`config.mk`:
```
export PLATFORM = sky130hd
export DESIGN_NAME = learned_color_box_classifier_unit
export DESIGN_NICKNAME = d
export VERILOG_FILES = /design/src/design/lcbc_pkg.sv /design/src/design/lcbc_lane.sv /design/src/design/lcbc_merge.sv /design/src/design/learned_color_box_classifier_unit.sv
export SDC_FILE = /design/constraint.sdc
export NUM_CORES = 1
export LEC_CHECK = 0
export BUFFER_PORTS_ARGS = -buffer_cell sky130_fd_sc_hd__clkbuf_2
export CAP_MARGIN = 10
export CORE_UTILIZATION = 52
export CTS_CLUSTER_DIAMETER = 30
export CTS_CLUSTER_SIZE = 25
export DETAILED_ROUTE_END_ITERATION = 16
export MAX_ROUTING_LAYER = met4
export PLACE_DENSITY = 0.69
export SYNTH_ARGS = -nofsm -noshare
export SYNTH_HDL_FRONTEND = slang
export SYNTH_SLANG_ARGS = --single-unit
```
`constraint.sdc`:
```
create_clock -name clock -period 6.2 [get_ports clock]
set_clock_uncertainty 0.1 [all_clocks]
set_input_delay 0.31 -clock clock [delete_from_list [all_inputs] [get_ports clock]]
set_output_delay 0.31 -clock clock [all_outputs]
set_load 0.1 [all_outputs]
```
`src/design/lcbc_pkg.sv`:
```
`timescale 1ns / 1ps

package lcbc_pkg;

   // Channel count and sample width of the learned color box.
   localparam int CHANNELS    = 3;
   localparam int SAMPLE_BITS = 16;

   // Fixed widths of the stream fields.
   localparam int CHAN_W      = 16;
   localparam int NUM_FIELDS  = 3;
   localparam int MODE_W      = 2;

   // Channels that hold a box: at most three fields exist per pixel.
   localparam int STORED      = (CHANNELS < NUM_FIELDS) ? CHANNELS : NUM_FIELDS;

   // Full scale is the byte value 255 placed in the top byte of a sample.
   localparam logic [SAMPLE_BITS-1:0] FULL_SCALE =
      SAMPLE_BITS'(255) << (SAMPLE_BITS - 8);

   typedef logic [SAMPLE_BITS-1:0] sample_type;
   typedef logic [CHAN_W-1:0]      chan_type;

   typedef enum logic [MODE_W-1:0] {
      MODE_CLEAR    = 2'd0,
      MODE_LEARN    = 2'd1,
      MODE_CLASSIFY = 2'd2
   } mode_type;

   typedef enum logic {
      REG_OUTPUT_STYLE    = 1'b0,
      REG_CHANNELS_IN_USE = 1'b1
   } reg_index_type;

   // Box update commands broadcast to every lane.
   typedef struct packed {
      logic clear;
      logic learn;
      logic seed;
   } lane_ctrl_type;

   // Settings and pixel flags the merge stage needs.
   typedef struct packed {
      logic       eliminate;
      logic [1:0] used;
      logic       masked;
      logic       box_valid;
   } merge_ctrl_type;

endpackage

```
`src/design/lcbc_lane.sv`:
```
`timescale 1ns / 1ps

module lcbc_lane
   import lcbc_pkg::*;
(
   input  logic          clock,
   input  logic          reset,
   input  lane_ctrl_type ctrl,
   input  sample_type    sample,
   output logic          in_range
);

   sample_type box_min_ff, box_min_in;
   sample_type box_max_ff, box_max_in;

   always_comb begin
      box_min_in = box_min_ff;
      box_max_in = box_max_ff;
      if (ctrl.clear) begin
         box_min_in = '0;
         box_max_in = '0;
      end else if (ctrl.learn) begin
         if (ctrl.seed || sample < box_min_ff) begin
            box_min_in = sample;
         end
         if (ctrl.seed || sample > box_max_ff) begin
            box_max_in = sample;
         end
      end
   end

   always_ff @(posedge clock) begin
      if (reset) begin
         box_min_ff <= '0;
         box_max_ff <= '0;
      end else begin
         box_min_ff <= box_min_in;
         box_max_ff <= box_max_in;
      end
   end

   assign in_range = (sample >= box_min_ff) && (sample <= box_max_ff);

endmodule

```
`src/design/lcbc_merge.sv`:
```
`timescale 1ns / 1ps

module lcbc_merge
   import lcbc_pkg::*;
(
   input  merge_ctrl_type ctrl,
   input  logic [STORED-1:0] in_range,
   input  sample_type     sample [STORED],
   output logic           written,
   output logic           in_box,
   output chan_type       out_chan [NUM_FIELDS]
);

   logic [STORED-1:0] lane_used;
   logic              all_in;

   always_comb begin
      for (int c = 0; c < STORED; c++) begin
         lane_used[c] = (2'(c) < ctrl.used);
      end
      all_in = &(in_range | ~lane_used);
      written = ctrl.masked;
      in_box  = ctrl.masked && ctrl.box_valid && all_in;
      for (int c = 0; c < NUM_FIELDS; c++) begin
         out_chan[c] = '0;
      end
      for (int c = 0; c < STORED; c++) begin
         if (ctrl.masked && lane_used[c]) begin
            if (ctrl.eliminate) begin
               out_chan[c] = CHAN_W'(in_box ? sample[c] : FULL_SCALE);
            end else begin
               out_chan[c] = CHAN_W'(in_box ? FULL_SCALE : sample_type'(0));
            end
         end
      end
   end

endmodule

```
`src/design/learned_color_box_classifier_unit.sv`:
```
`timescale 1ns / 1ps

// Channel  Direction  Handshake                Payload
// req      in         req_tvalid/req_tready    tdata: chan_a, chan_b, chan_c; tuser: mode, mask_on
// rsp      out        rsp_tvalid/rsp_tready    tdata: out_a, out_b, out_c; tuser: written, inside_box
// csr      in         csr_valid/csr_ready      csr_index, csr_data
//
// One word is accepted per cycle unless the input stalls; a classify word gives its result word
// in the next cycle. The per-channel compare in the lanes feeds the result register.
// Reset empties the box and loads output_style = 0, channels_in_use = 3.
// While a result waits, a new word is taken only in a cycle where the result leaves.
// Clear and learn words never produce a result, but they too wait behind a held result.
module learned_color_box_classifier_unit
   import lcbc_pkg::*;
(
   input  logic        clock,
   input  logic        reset,
   input  logic        req_tvalid,
   output logic        req_tready,
   input  logic [47:0] req_tdata,   // chan_a [15:0], chan_b [31:16], chan_c [47:32]
   input  logic [2:0]  req_tuser,   // mode [1:0], mask_on [2]
   output logic        rsp_tvalid,
   input  logic        rsp_tready,
   output logic [47:0] rsp_tdata,   // out_a [15:0], out_b [31:16], out_c [47:32]
   output logic [1:0]  rsp_tuser,   // written [0], inside_box [1]
   input  logic        csr_valid,
   output logic        csr_ready,
   input  logic        csr_index,
   input  logic [1:0]  csr_data
);

   // Configuration registers.
   logic       style_ff, style_in;
   logic [1:0] chans_ff, chans_in;

   // Box occupancy, shared by all lanes.
   logic box_valid_ff, box_valid_in;

   // Result register.
   logic     rsp_valid_ff, rsp_valid_in;
   logic     written_ff, inside_ff;
   chan_type out_ff [NUM_FIELDS];

   logic       req_accept;
   mode_type   mode;
   logic       masked;
   chan_type   chan [NUM_FIELDS];
   sample_type sample [STORED];
   logic [STORED-1:0] in_range;
   logic [1:0] used;

   lane_ctrl_type  lane_ctrl;
   merge_ctrl_type merge_ctrl;
   logic     m_written, m_inside;
   chan_type m_out [NUM_FIELDS];

   // The input side stalls only while a finished result is held and not taken.
   assign req_tready = !rsp_valid_ff || rsp_tready;
   assign req_accept = req_tvalid && req_tready;
   assign csr_ready  = 1'b1;

   assign mode   = mode_type'(req_tuser[1:0]);
   assign masked = req_tuser[2];

   always_comb begin
      for (int c = 0; c < NUM_FIELDS; c++) begin
         chan[c] = req_tdata[c*CHAN_W +: CHAN_W];
      end
      // Bits above the sample width are dropped.
      for (int c = 0; c < STORED; c++) begin
         sample[c] = chan[c][SAMPLE_BITS-1:0];
      end
   end

   // A channel count of zero acts as one; counts past the stored lanes are limited.
   always_comb begin
      used = chans_ff;
      if (used == 2'd0) begin
         used = 2'd1;
      end
      if (used > 2'(STORED)) begin
         used = 2'(STORED);
      end
   end

   always_comb begin
      lane_ctrl.clear = req_accept && (mode == MODE_CLEAR);
      lane_ctrl.learn = req_accept && (mode == MODE_LEARN) && masked;
      lane_ctrl.seed  = !box_valid_ff;
   end

   genvar g;
   generate
      for (g = 0; g < STORED; g++) begin : g_lane
         lcbc_lane u_lane (
            .clock    (clock),
            .reset    (reset),
            .ctrl     (lane_ctrl),
            .sample   (sample[g]),
            .in_range (in_range[g])
         );
      end
   endgenerate

   always_comb begin
      merge_ctrl.eliminate = style_ff;
      merge_ctrl.used      = used;
      merge_ctrl.masked    = masked;
      merge_ctrl.box_valid = box_valid_ff;
   end

   lcbc_merge u_merge (
      .ctrl     (merge_ctrl),
      .in_range (in_range),
      .sample   (sample),
      .written  (m_written),
      .in_box   (m_inside),
      .out_chan (m_out)
   );

   // Box occupancy: a clear empties the box, a masked learn sample fills it.
   always_comb begin
      box_valid_in = box_valid_ff;
      if (lane_ctrl.clear) begin
         box_valid_in = 1'b0;
      end else if (lane_ctrl.learn) begin
         box_valid_in = 1'b1;
      end
   end

   // Configuration writes.
   always_comb begin
      style_in = style_ff;
      chans_in = chans_ff;
      if (csr_valid && csr_ready) begin
         case (reg_index_type'(csr_index))
            REG_OUTPUT_STYLE:    style_in = csr_data[0];
            REG_CHANNELS_IN_USE: chans_in = csr_data;
            default: ;
         endcase
      end
   end

   // Result register: loads on a classify word, drains when taken.
   always_comb begin
      rsp_valid_in = rsp_valid_ff;
      if (req_accept && (mode == MODE_CLASSIFY)) begin
         rsp_valid_in = 1'b1;
      end else if (rsp_tready) begin
         rsp_valid_in = 1'b0;
      end
   end

   always_ff @(posedge clock) begin
      if (reset) begin
         style_ff     <= 1'b0;
         chans_ff     <= 2'd3;
         box_valid_ff <= 1'b0;
         rsp_valid_ff <= 1'b0;
      end else begin
         style_ff     <= style_in;
         chans_ff     <= chans_in;
         box_valid_ff <= box_valid_in;
         rsp_valid_ff <= rsp_valid_in;
      end
   end

   always_ff @(posedge clock) begin
      if (req_accept && (mode == MODE_CLASSIFY)) begin
         written_ff <= m_written;
         inside_ff  <= m_inside;
         for (int c = 0; c < NUM_FIELDS; c++) begin
            out_ff[c] <= m_out[c];
         end
      end
   end

   assign rsp_tvalid = rsp_valid_ff;
   assign rsp_tuser  = {inside_ff, written_ff};
   assign rsp_tdata  = {out_ff[2], out_ff[1], out_ff[0]};

   // An unmasked pixel gives an all-zero result.
   a_unmasked_zero : assert property (@(posedge clock) disable iff (reset)
      (rsp_tvalid && !written_ff) |-> (!inside_ff && rsp_tdata == '0))
      else $error("unmasked result carries nonzero payload");

   // Inside the box implies the pixel was written.
   a_inside_written : assert property (@(posedge clock) disable iff (reset)
      (rsp_tvalid && inside_ff) |-> written_ff)
      else $error("inside flag without written flag");

   // A clear word always leaves the box empty.
   a_clear_empties : assert property (@(posedge clock) disable iff (reset)
      (req_accept && mode == MODE_CLEAR) |=> !box_valid_ff)
      else $error("box still valid after clear");

   // A masked learn word always leaves the box occupied.
   a_learn_fills : assert property (@(posedge clock) disable iff (reset)
      (req_accept && mode == MODE_LEARN && masked) |=> box_valid_ff)
      else $error("box empty after masked learn");

endmodule

```
==> results of run 1 <==
## placed cells by master (no fill, tap or decap), drive strengths merged, types with 2 or more instances in the layout
cell      instances
clkbuf          129
a21oi           120
inv             103
nand3           102
dfxtp           101
o21ai            97
ha               96
edfxtp           50
nor2             44
nand2            34
o211a            17
mux2i            16
nand4            16
o21a             15
and2             12
buf              12
o2111a            9
nor2b             6
a21o              6
bufinv            5
clkinv            5
nand2b            4
nor4              4
nor3              4
o211ai            3
or4               3
a22oi             3
a31oi             3
and3              3
clkinvlp          3
o221ai            2
o21ba             2
o22ai             2
a211oi            2
o31ai             2
## how the worst max path moves through the flow
stage                                       end  slack (ns)  cells after the start                                   startpoint
floorplan                   inside_ff$_DFFE_PP_        2.75                      5                      rsp_tvalid$_SDFFE_PP0P_
global placement    out_ff[0][40]$_SDFFCE_PN0P_        2.07                     10                                req_tdata[39]
detailed placement  out_ff[0][40]$_SDFFCE_PN0P_        1.98                     10                                req_tdata[39]
CTS                 out_ff[0][40]$_SDFFCE_PN0P_        2.10                     10  g_lane[2].u_lane.box_max_ff[7]$_SDFFE_PP0P_
global route        out_ff[0][11]$_SDFFCE_PN0P_        1.92                     10  g_lane[2].u_lane.box_max_ff[7]$_SDFFE_PP0P_
finish              out_ff[0][40]$_SDFFCE_PN0P_        2.02                     10  g_lane[2].u_lane.box_max_ff[7]$_SDFFE_PP0P_
## layer usage
metal	track usage, %	share of wire [%]	vias to the layer above
li1	-	-	3561
met1	35.10	45	3510
met2	43.99	47	220
met3	6.235	6.1	34
met4	9.273	1.9	0
met5	-	0	-
## through the flow
step	total power [W]	setup slack (ns)	instances
after floorplan	0.001293	2.746	948
after global placement	0.001389	2.069	1229
after detailed placement	0.001394	1.983	1229
after CTS	0.002514	2.098	1261
after global routing	0.002592	1.916	1261
final	0.002505	2.022	1261
## cells by family after synthesis
family / synth area share [%]
and+or+nand+nor: 14.09
buffers and inverters: 7.620
muxes: 1.905
adders and majority gates: 14.29
other: 0.04461
DFF: 41.91
AOI/OAI and AO/OA: 20.14
## worst max-delay path, cell delays in order, from the launching register on
cell       delay [ns]
dfxtp_1          0.32
inv_1            0.04
ha_1             0.30
a21oi_1          0.16
o21a_1           0.16
o221ai_1         0.09
a2111oi_0        0.95
nor3b_1          0.29
or4_1            0.89
buf_4            0.37
o2111a_1         0.25
## power by group
group	total (W)	switching [W]	internal (W)	leakage, nW
Combinational	0.000322	0.000230	0.0000923	2.13
Clock	0.00113	0.000417	0.000712	0.301
Sequential	0.00105	0.0000123	0.00104	1.27
## final cells by class
type	count	area [sq um]	share of cell area, %
Multi-Input combinational cell	637	4270	43.90
Sequential cell	151	3523	36.22
Timing Repair Buffer	122	640.6	6.585
Clock buffer	19	432.9	4.450
Inverter	103	386.6	3.974
Tap cell	216	270.3	2.778
Clock inverter	13	203.9	2.096
## state kept, by name, indices dropped and copies added (netlist names)
name                      count
g_lane.u_lane.box_max_ff     48
chans_ff                      2
style_ff                      1
rsp_tvalid                    1
written_ff                    1
box_valid_ff                  1
g_lane.u_lane.box_min_ff     48
out_ff                       48
inside_ff                     1
==> impl_metrics.toml, run 1 <==
[synth]
synth_nets = 1103
synth_common_cells = "a21oi_1, inv_1, nand3_1"
synth_warnings = 0
ys_ff_latch = 151
synth_top_flop_cell = "dfxtp_1"
synth_cell_type_count = 48
synth_area_leaders = "dfxtp_1, edfxtp_1, ha_1, a21oi_1, nand3_1"
synth_edf_count = 50
netlist_area_sq_mm = 0.008407
yosys.area.top_type_share_pct = 24.05
yosysMostFrequentCell = "a21oi_1"
syn_area_per_cell_sq_um = 8.868
postSynthCellCount = 948
yosysTopAreaCell = "dfxtp_1"
seq_area_frac_synth_pct = 41.91
async_flop_share_pct = 0

[cells_and_area]
final_util_pct = 61.46
n_fill_cell = 1408
area_growth_pct = 15.72
final_cell_area_sq_mm = 0.009728
nNetsFinal = 1187
drive_gt1_share_pct = 15.31
diodes = 0

[clock_network]
cts_hold_buf = 0
cts_tree = "built"
numCtsBuffers = 17
clk_latency_ns = 0.43
htreeDepth = 4
clock_path_buffers = 2
cts_resized = 0
cts_setup_buffers = 0
cts-root-buf = "clkbuf_16"
clock_sinks = 151
path_clk_slew_ns = 0.06

[routing]
avgViaCountPerCell = 5.809
vias = 7325
post-route-drc-count = 0
routed_wl_mm = 21.98
routedWlPerCell_microns = 17.43
dr.first_iter.drc_count = 685
detail-route-antenna-nets = 0
dr.pass1.iters = 5

[floorplanning]
coreArea_sq_mm = 0.01583
row_count = 46
initial_utilization_pct = 53.11
num_io_pins = 112
die-area_sq_mm = 0.01668
die_x_microns = 129.2
die_h_microns = 129.2

[critical_path]
reg2reg_to = "out_ff[0][40]$_SDFFCE_PN0P_"
worstSetupPathType = "reg -> reg"
cp_data_required_time_ns = 6.28
cp.arrival_ns = 4.26
end_kind = "flip-flop"
cp-start-kind = "flip-flop"
r2r_start = "g_lane[2].u_lane.box_max_ff[7]$_SDFFE_PP0P_"
crit_path_max_fanout = 25
reg2reg_depth = 10
ff2ff_setup_slack_ns = 2.02

[sta]
rsz0062_at_grt = "false"
finalSetupTns_ns = 0
final_hold_viol_count = 0
fmax_mhz = 239.3
max_slew_margin_pct = 20.93
slew_violations = 0
tightest_slew_ns = 1.186
post-route-min-period_ns = 4.178
fin_crit_sh_pct = 67.39
setup_viol = 0
holdWs_ns = 0.02839

[worst_hold_path]
min_path_cells = 2
hp-start = "reset"
whs_endpoint = "style_ff$_SDFFE_PP0P_"
min_path_type = "in -> reg"

[pwr]
leakagePower_nw = 3.700
p_per_area_mw_per_mm2 = 257.5
worst_ir_drop_vdd_uv = 195.0

[placed_design]
io_buffer_count = 110
dp_hpwl_mm = 14.79
placed_area_sq_mm = 0.009091
place.gp.congestion = 0.8301

[run]
cap_violations = 0

[grt]
overflow = 0
track_usage_pct = 27.80
grt_pass1_wl_mm = 34.45
grt_pass1_vias = 6625
grt_max_degree = 84
antenna_found_initial = 0

[status]
status = "finished, final reports clean"
No activity file was read; power rests on OpenSTA's default activity.
==> inputs of run 2 (changes only) <==
--- a/config.mk
+++ b/config.mk
@@ -12,7 +12,7 @@
 export CTS_CLUSTER_SIZE = 25
 export DETAILED_ROUTE_END_ITERATION = 16
 export MAX_ROUTING_LAYER = met4
-export PLACE_DENSITY = 0.69
+export PLACE_DENSITY = 0.72
 export SYNTH_ARGS = -nofsm -noshare
 export SYNTH_HDL_FRONTEND = slang
 export SYNTH_SLANG_ARGS = --single-unit
==> constraint.sdc (replaced) <==
create_clock -name clock -period 3.5 [get_ports clock]
set_clock_uncertainty 0.1 [all_clocks]
set_input_delay 0.175 -clock clock [delete_from_list [all_inputs] [get_ports clock]]
set_output_delay 0.175 -clock clock [all_outputs]
set_load 0.1 [all_outputs]
==> impl_metrics.toml, run 2 (synthesis results as in run 1) <==
[floorplanning]
row_count = 46
die_h_microns = 129.2
num_io_pins = 112
die_x_microns = 129.2
die-area_sq_mm = 0.01668
coreArea_sq_mm = 0.01583
initial_utilization_pct = 53.11

[clock_network]
clock_path_buffers = 2
numCtsBuffers = 17
cts-root-buf = "clkbuf_16"
htreeDepth = 4
clk_latency_ns = 0.43
path_clk_slew_ns = 0.06
cts_tree = "built"
clock_sinks = 151

[sta]
tightest_slew_ns = 0.9116
setup_viol = 0
slew_violations = 0
max_slew_margin_pct = 39.22
final_hold_viol_count = 0
fin_crit_sh_pct = 97.36
fmax_mhz = 293.5
finalSetupTns_ns = 0
holdWs_ns = 0.01815
post-route-min-period_ns = 3.407

[cells_and_area]
drive_gt1_share_pct = 17.24
reg_top3 = "g_lane.u_lane.box_max_ff x48, g_lane.u_lane.box_min_ff x48, out_ff x48"
final_cell_mix = "a21oi_1, clkbuf_2, inv_1, nand3_1, dfxtp_1"
seqCellArea_sq_mm = 0.003523
area_growth_pct = 23.04
final_common_cell = "a21oi_1"
final_cell_area_sq_mm = 0.01034
n_fill_cell = 1292
nNetsFinal = 1250
multiInputGateArea_sq_mm = 0.004342

[grt]
grt_max_degree = 66
grt_pass1_wl_mm = 34.98
overflow = 0
grt_pass1_vias = 6897
antenna_found_initial = 1
track_usage_pct = 28.22

[critical_path]
crit_path_max_fanout = 24
critPathSlowestCell = "or4b_4"
cp.arrival_ns = 3.49
max_stage_delay_ns = 0.60
cp-start-kind = "flip-flop"
cp_data_required_time_ns = 3.58
end_kind = "flip-flop"
worstSetupPathType = "reg -> reg"
critPathTopFamily = "simple AND/OR/NAND/NOR gates"
path_buf_inv = 2
crit_chain = "inv_1 -> ha_1 -> nand4_1 -> nor3_1 -> nor4b_2 -> a31oi_1 -> or4b_4 -> or4_4 -> buf_12 -> o2111a_1"

[status]
status = "finished, final reports clean"

[routing]
post-route-drc-count = 0
detail-route-antenna-nets = 0
vias = 7516
dr.pass1.iters = 5
dr.first_iter.drc_count = 641
avgViaCountPerCell = 5.672
routed_wl_mm = 22.16
routedWlPerCell_microns = 16.72

[placed_design]
placed_area_sq_mm = 0.009279
place.gp.congestion = 0.8627
dp_hpwl_mm = 14.71
io_buffer_count = 110

[pwr]
leakagePower_nw = 3.974
worst_ir_drop_vdd_uv = 367.8
p_per_area_mw_per_mm2 = 421.6

[worst_hold_path]
min_path_type = "in -> reg"

[run]
cap_violations = 0
==> run 2: changes by cell type in the layout (fill, tap and decap cells not counted), sizes merged <==
cell,change
clkinvlp,+2
bufinv,-2
clkinv,+1
diode,+1
o31ai,+1
buf,+26
dlygate4sd3,+38
clkbuf,-3
==> run 2: worst register-to-register path: cells and delay by family (launching register included) <==
| family | cells | cell delay (ns) |
|---|---|---|
| AOI/OAI and AO/OA | 2 | 0.42 |
| adders and majority gates | 1 | 0.28 |
| buffers and inverters | 2 | 0.23 |
| DFF | 1 | 0.34 |
| and+or+nand+nor | 5 | 1.79 |
==> run 2: area by class of cell <==
type | count | share of cell area, %
clock inverter | 14 | 1.536
multi-input combinational | 638 | 41.97
tap | 216 | 2.613
antenna | 1 | 0.02419
sequential | 151 | 34.06
inverter | 103 | 3.738
clock buffer | 18 | 4.149
timing repair buffer | 184 | 11.90
==> run 2: where the power goes <==
| group | switching, W | internal (W) | total (W) | leakage, nW |
|---|---|---|---|---|
| Combinational | 0.000429 | 0.000212 | 0.000640 | 2.44 |
| Sequential | 0.0000199 | 0.00185 | 0.00187 | 1.27 |
| Clock | 0.000744 | 0.00111 | 0.00186 | 0.273 |
| Total | 0.00119 | 0.00317 | 0.00436 | 3.97 |
==> run 2: what timing repair did <==
| item | CTS | global route |
|---|---|---|
| hold endpoints to repair | 65 | 0 |
| setup endpoints to repair | 26 | 32 |
| pin swaps | 1 | 6 |
| resized for setup | 3 | 12 |
| cloned | 1 | 0 |
| buffers inserted | 0 | 1 |
| hold buffers | 38 | 0 |
==> run 2: metrics by stage <==
step | util, % | total power [W] | cells | setup WS (ns)
after floorplan | - | 0.002291 | 948 | 0.04553
after global placement | 58.62 | 0.002481 | 1254 | 0.03274
after detailed placement | 58.62 | 0.002489 | 1254 | -0.02133
after CTS | 64.96 | 0.004370 | 1325 | 0.01907
after global routing | 65.35 | 0.004507 | 1325 | -0.02860
final | 65.35 | 0.004361 | 1325 | 0.09256
==> run 2: final timing paths <==
path | depth (start not counted) | to | start | slack, ns
worst max register to register | 10 | out_ff[0][40]$_SDFFCE_PN0P_ | g_lane[0].u_lane.box_max_ff[14]$_SDFFE_PP0P_ | 0.09
worst min register to register | 2 | g_lane[1].u_lane.box_max_ff[4]$_SDFFE_PP0P_ | g_lane[1].u_lane.box_max_ff[4]$_SDFFE_PP0P_ | 0.37
worst min-delay path | 3 | rsp_tvalid$_SDFFE_PP0P_ | req_tuser[1] | 0.02
worst max-delay path | 10 | out_ff[0][40]$_SDFFCE_PN0P_ | g_lane[0].u_lane.box_max_ff[14]$_SDFFE_PP0P_ | 0.09
==> run 2: per-layer routing <==
metal  routed length [microns]  GRT usage, %
met5                         0             -
met4                       532         9.550
met3                      1472         5.987
met2                     10260         44.15
met1                      9896         36.24
